### config.mk
export PLATFORM = sky130hd
export DESIGN_NAME = bts_queue
export DESIGN_NICKNAME = d
export VERILOG_FILES = /design/src/rtl/core/bts_pkg.sv /design/src/rtl/core/bts_queue.sv
export SDC_FILE = /design/constraint.sdc
export NUM_CORES = 1
export LEC_CHECK = 0
export ABC_CLOCK_PERIOD_IN_PS = 10000
export BUFFER_PORTS_ARGS = -buffer_cell sky130_fd_sc_hd__buf_2
export CAP_MARGIN = 0
export CORE_MARGIN = 10
export CORE_UTILIZATION = 55
export CTS_BUF_LIST = sky130_fd_sc_hd__clkbuf_4 sky130_fd_sc_hd__clkbuf_8 sky130_fd_sc_hd__clkbuf_16
export DETAILED_ROUTE_END_ITERATION = 6
export GPL_TIMING_DRIVEN = 0
export PLACE_DENSITY = 0.77
export SLEW_MARGIN = 20
export SYNTH_ARGS = -nofsm -noshare
export SYNTH_HDL_FRONTEND = slang
export SYNTH_SLANG_ARGS = --single-unit
### constraint.sdc
create_clock -name clk_i -period 10 [get_ports clk_i]
set_input_delay 1.5 -clock clk_i [delete_from_list [all_inputs] [get_ports clk_i]]
set_output_delay 1.5 -clock clk_i [all_outputs]
set_load 0.05 [all_outputs]
### src/rtl/core/bts_pkg.sv
package bts_pkg;

  localparam int unsigned CFG_IDX_W  = 3;
  localparam int unsigned CFG_DATA_W = 24;
  localparam int unsigned VC_W       = 12;  // unscaled vertex coordinate
  localparam int unsigned SCALE_W    = 4;
  localparam int unsigned SV_W       = 16;  // scaled vertex coordinate
  localparam int unsigned DIFF_W     = 17;  // signed coordinate difference
  localparam int unsigned PROD_W     = 2 * DIFF_W;
  localparam int unsigned SUM_W      = PROD_W + 3;
  localparam int unsigned N_W        = 34;  // non-negative weight numerator or denominator
  localparam int unsigned COL_W      = 8;
  localparam int unsigned MUL_W      = N_W + COL_W;
  localparam int unsigned NUM_W      = MUL_W + 2;
  localparam int unsigned QUEUE_DEPTH = 4;
  localparam int unsigned QPTR_W     = $clog2(QUEUE_DEPTH);

  typedef enum logic [CFG_IDX_W-1:0] {
    REG_VERTEX_ONE   = 3'd0,
    REG_VERTEX_TWO   = 3'd1,
    REG_VERTEX_THREE = 3'd2,
    REG_SCALE        = 3'd3,
    REG_COLOUR_ONE   = 3'd4,
    REG_COLOUR_TWO   = 3'd5,
    REG_COLOUR_THREE = 3'd6
  } cfg_reg_e;

  typedef struct packed {
    logic [CFG_DATA_W-1:0] vertex_one;
    logic [CFG_DATA_W-1:0] vertex_two;
    logic [CFG_DATA_W-1:0] vertex_three;
    logic [SCALE_W-1:0]    scale;
    logic [CFG_DATA_W-1:0] colour_one;
    logic [CFG_DATA_W-1:0] colour_two;
    logic [CFG_DATA_W-1:0] colour_three;
  } cfg_t;

  // classified pixel, numerators are zero when outside
  typedef struct packed {
    logic           hit;
    logic [N_W-1:0] n1;
    logic [N_W-1:0] n2;
    logic [N_W-1:0] n3;
    logic [N_W-1:0] den;
  } cls_t;

  function automatic logic [SV_W-1:0] scale_coord(logic [VC_W-1:0] c,
                                                 logic [SCALE_W-1:0] s);
    return SV_W'(c) * SV_W'(s);
  endfunction

endpackage

### src/rtl/core/bts_queue.sv
module bts_queue (
  input  logic          clk_i,
  input  logic          rst_ni,
  input  logic          push_i,
  input  bts_pkg::cls_t push_data_i,
  output logic          full_o,
  input  logic          pop_i,
  output logic          empty_o,
  output bts_pkg::cls_t head_o
);

  bts_pkg::cls_t                 mem_q [bts_pkg::QUEUE_DEPTH];
  logic [bts_pkg::QPTR_W-1:0]    wr_q, wr_d, rd_q, rd_d;
  logic [bts_pkg::QPTR_W:0]      cnt_q, cnt_d;
  logic                          do_push, do_pop;

  assign full_o  = (cnt_q == (bts_pkg::QPTR_W+1)'(bts_pkg::QUEUE_DEPTH));
  assign empty_o = (cnt_q == '0);
  assign head_o  = mem_q[rd_q];
  assign do_push = push_i && !full_o;
  assign do_pop  = pop_i && !empty_o;

  always_comb begin
    wr_d  = do_push ? wr_q + 1'b1 : wr_q;
    rd_d  = do_pop ? rd_q + 1'b1 : rd_q;
    cnt_d = cnt_q;
    if (do_push && !do_pop) begin
      cnt_d = cnt_q + 1'b1;
    end else if (do_pop && !do_push) begin
      cnt_d = cnt_q - 1'b1;
    end
  end

  always_ff @(posedge clk_i or negedge rst_ni) begin
    if (!rst_ni) begin
      wr_q  <= '0;
      rd_q  <= '0;
      cnt_q <= '0;
    end else begin
      wr_q  <= wr_d;
      rd_q  <= rd_d;
      cnt_q <= cnt_d;
    end
  end

  always_ff @(posedge clk_i) begin
    if (do_push) begin
      mem_q[wr_q] <= push_data_i;
    end
  end

  a_cnt_bound: assert property (@(posedge clk_i) disable iff (!rst_ni)
    cnt_q <= (bts_pkg::QPTR_W+1)'(bts_pkg::QUEUE_DEPTH))
    else $error("queue count overflow");

  a_ptr_gap: assert property (@(posedge clk_i) disable iff (!rst_ni)
    (cnt_q != '0 && cnt_q != (bts_pkg::QPTR_W+1)'(bts_pkg::QUEUE_DEPTH))
      |-> (wr_q != rd_q))
    else $error("queue pointers disagree with count");

endmodule

### After elaboration in Yosys (flattened, before gate mapping)

Memories as Yosys holds them, arrays and structs flattened.
Cells that the tools add are included.

* add/subtract/negate cells: 4
* mux-type cells: 4
* reductions and logical operators: 10
* equal/unequal tests: 1

Operator list (number)
* $mux W3: 2
* $add A2 B1 Y2 const B: 2
* $logic_and A1 B1 Y1: 4
* $logic_not A1 Y1: 4
* $add A3 B1 Y3 const B: 1
* $eq A3 B3 Y1 const B: 1
* $logic_not A3 Y1: 1
* $sub A3 B1 Y3 const B: 1
* $mux W1: 2
* $reduce_bool A2 Y1: 1

* word-level logic and storage cells: 23
* memories kept: 1
* bits of input ports: 141
* RAM bits: 548
* flip-flop bits (word level): 7
* output and inout bits: 139

Memories
* mem_q: words 4, bits a word 137, read ports 1, clocked after memory_dff 0, write ports 1, RTL line bts_queue.sv:12 `bts_pkg::cls_t mem_q [bts_pkg::QUEUE_DEPTH];`

### Depth between registers and ports, before layout

* word-level depth: 7
* depth in mapped cells: 9
* gate-level depth less buffers: 8

### Worst setup path after synthesis

No wires, ideal clock.

* kind: input to register
* start: in push_i
* end: mem mem_q[0][0] (netlist bit), enable pin
* buffers on the path: 1
* required time: 9.487 ns
* slack: 4.558 ns
* arrival time: 4.929 ns
* setup time: 0.513 ns
* stages: 3
* cell sequence: nor2b_1 > buf_2 > and2_1

* longest elaborated chain between the ends: 3

Ends and longest elaborated chain
* start: declaration: RTL line bts_queue.sv:4 `input logic push_i,`
* $logic_and A1 B1 Y1: RTL line bts_queue.sv:20 `assign do_push = push_i && !full_o;`
* net do_push: RTL line bts_queue.sv:15 `logic do_push, do_pop;`
* $mux W1: RTL line bts_queue.sv:47 `if (do_push) begin`
* $mux W1 (implied by the code): RTL line bts_queue.sv:48 `mem_q[wr_q] <= push_data_i;`
* end: declaration: RTL line bts_queue.sv:12

The timed path passes the listed nets, and every way through them passes these cells.

==> run_results.csv <==
group,metric,value,unit
clocking,cts-root-buf,"clkbuf_16",
synthesis,ys_seq_area_share,82.4,%
clocking,cts.sinks,555,
synthesis,synth_top_cell_by_area,"edfxtp_1",
timing,post-route-period-util,41.7,%
detailed_routing,drtIter0Drc,700,
global_route,grt_pass1_wl,59.9,mm
timing,finalSetupViolCount,0,
synthesis,synthAdderAreaFrac,0.409,%
detailed_routing,drc_errors,0,
timing,rsz0062_at_grt,"false",
power_and_ir_drop,pwr-share-seq,37.8,%
global_route,grt_usage,17.9,%
timing,slew_violations,0,
global_route,grt.overflow.total,0,
synthesis,yosys_warnings,0,
clocking,hold_buffers,0,
timing,hold_viol_final,0,
worst_setup_path,crit_arrival,2.67,ns
floorplan,io_pins,280,
detailed_routing,wl_per_cell,24.5,um
timing,skew,0.0157,ns
worst_setup_path,worstSetupEndpointType,"output pin",
power_and_ir_drop,powerDensity,347,nW/um^2
run_status,status,"complete, no violations",
clocking,cts_resized,0,
synthesis,synth_compound_area_share,0,%
timing,tns,0,ns
timing,tightest_slew,0.878,ns
clocking,numCtsBuffers,53,
detailed_routing,ant_nets,0,
power_and_ir_drop,fin_total_pwr,8370,uW
timing,slew_headroom,41.5,%
synthesis,synth_edf_count,548,
clocking,htree_levels,2,
worst_hold_path,hold_path_class,"reg -> reg",
clocking,post-cts-setup-buffers,0,
floorplan,rows,70,
detailed_routing,route.vias.total,9109,
timing,max_freq,240,MHz
place,io_buffers,279,
synthesis,netlist_instances,752,
finish,drive_gt1_share,47.5,%
global_route,antenna_found_initial,13,
worst_setup_path,required,8.50,ns
power_and_ir_drop,vdd_drop_max,269,uV
finish,fillers,2303,
synthesis,synth_commonest_cells,"edfxtp_1, mux4_2, buf_2",
synthesis,ys_ff_latch,555,
detailed_routing,firstDrtPassIters,5,
clocking,clockBufferDepth,3,
power_and_ir_drop,switching_share,38.8,%
power_and_ir_drop,clkPwrFrac,21.9,%
floorplan,die-area,44800,um^2
synthesis,synth_top_area_share,81.5,%
synthesis,synth_area,20200,um^2
power_and_ir_drop,p_leak,0.00826,uW
detailed_routing,drt_wl_total,39.6,mm
synthesis,synth_xor_area_share,0.260,%
synthesis,syn_avg_cell_area,26.8,um^2
run,max_cap_violations,0,
worst_setup_path,path_max_fanout,10,
finish,area_growth,19.4,%
timing,fin_crit,4.17,ns
detailed_routing,avgViaCountPerCell,5.64,
synthesis,synth_area_leaders,"edfxtp_1, mux4_2, dfrtp_1, buf_6, buf_2",
power_and_ir_drop,internal_power,5120,uW
global_route,first_global_vias,9701,
synthesis,synth_top_family_by_area,"multiplexers",
finish,utilization,66.1,%
worst_setup_path,worst-r2r-setup-slack,7.67,ns
global_route,grt_max_degree,47,
place,place_congestion,0.693,
synthesis,synth_mux_area_share,15.4,%
finish,nets,1245,
floorplan,fp.coreArea,36400,um^2
floorplan,die_y,212,um
power_and_ir_drop,pwr-share-comb,40.3,%
synthesis,synthFlopType,"edfxtp_1",
clocking,cts.clk_slew.worst_paths,0.06,ns
synthesis,async_reset_ff_share,1.26,%
clocking,clk_latency,0.58,ns
synthesis,yosys.area_share.simple,0.285,%
floorplan,die_w,212,um
synthesis,synth_nets,899,
floorplan,start_util,55.4,%
synthesis,yosysUniqueCellTypes,20,
worst_setup_path,critPathLaunchType,"flip-flop",
place,dpl.hpwl,25.8,mm
clocking,cts_tree,"done",
synthesis,yosysMostFrequentCell,"edfxtp_1",
worst_setup_path,crit_type,"reg -> out",
power_and_ir_drop,p_sw,3240,uW
[placed cells by master, fill, tap and decap left out]
master / instances
clkbuf_16: 53
dfrtp_1: 7
xor2_1: 2
nor2_1: 1
clkbuf_2: 1
clkinv_1: 18
clkinv_4: 1
or3_1: 1
diode_2: 8
xnor2_1: 4
bufinv_16: 2
mux4_2: 137
nand3_1: 1
clkbuf_1: 2
buf_12: 4
clkinvlp_4: 4
edfxtp_1: 548
ha_1: 5
clkbuf_4: 8
nor3b_1: 1
nand2_1: 1
mux2_2: 2
fa_1: 1
buf_6: 13
buf_16: 8
and2_4: 4
clkinv_2: 9
inv_1: 4
buf_2: 295
nor2b_1: 1
[cell type report]
class	count	area (um^2)	area share, %
flip-flops and latches	555	16600	69.0
inverters	4	15.0	0.0623
well taps	468	586	2.43
clock buffers	61	1390	5.75
plain buffers	32	239	0.992
repair buffers	291	1700	7.04
diodes	8	20.0	0.0831
multi-input cells	161	3310	13.7
clock inverters	34	211	0.878
[critical path, cell delays in order (launching register included)]
cell,delay [ns]
dfrtp_1,0.36
clkbuf_1,0.67
buf_2,0.43
mux4_2,0.38
buf_2,0.23
[final timing paths]
kind | startpoint | to | cells after the start
max | rd_q[1]$_DFFE_PN0P_ | head_o[32] | 4
min | cnt_q[2]$_DFFE_PN0P_ | cnt_q[2]$_DFFE_PN0P_ | 1
max reg2reg | cnt_q[2]$_DFFE_PN0P_ | mem_q[1][63]$_DFFE_PP_ | 6
min reg2reg | cnt_q[2]$_DFFE_PN0P_ | cnt_q[2]$_DFFE_PN0P_ | 1
max in group asynchronous | rst_ni | rd_q[0]$_DFFE_PN0P_ | 1
min in group asynchronous | rst_ni | rd_q[1]$_DFFE_PN0P_ | 1
[sequential cells by signal, summed over array words and instances (netlist names)]
register,flops
wr_q,2
mem_q,548
cnt_q,3
rd_q,2
[power groups by stage]
stage / registers (uW) / clock network (uW) / logic, uW
3_5_place_dp: 3210 / 0 / 3430
4_1_cts: 3170 / 1880 / 3440
2_1_floorplan: 3250 / 0 / 2560
3_3_place_gp: 3320 / 0 / 3330
5_1_grt: 3200 / 1970 / 3540
6_report: 3160 / 1830 / 3370
[through the flow]
step                setup slack [ns]  hold WS, ns  instances  instance area (um^2)
finish                          5.83        0.506       1614                 24100
global route                    5.67        0.511       1609                 24100
CTS                             5.72        0.504       1606                 24100
detailed placement              6.37        0.489       1511                 22500
global placement                1.96        0.463       1499                 22200
floorplan                       4.56        0.447        752                 20200
[kinds of logic after synthesis]
| kind of cell | Yosys count |
|---|---|
| AND/OR/NAND/NOR | 10 |
| flip-flops | 555 |
| multiplexers | 139 |
| adder cells (fa/ha/maj) | 6 |
| XOR/XNOR | 6 |
| buffers and inverters | 36 |
[routing by layer]
layer / share of wire [%] / GRT usage (%) / wire [um]
met5: 0.28 / 0 / 110
met4: 1.9 / 5.83 / 771
met3: 8.7 / 5.62 / 3460
met2: 50 / 28.0 / 19600
met1: 39 / 23.6 / 15600
Power figures use the tool's default switching activity.
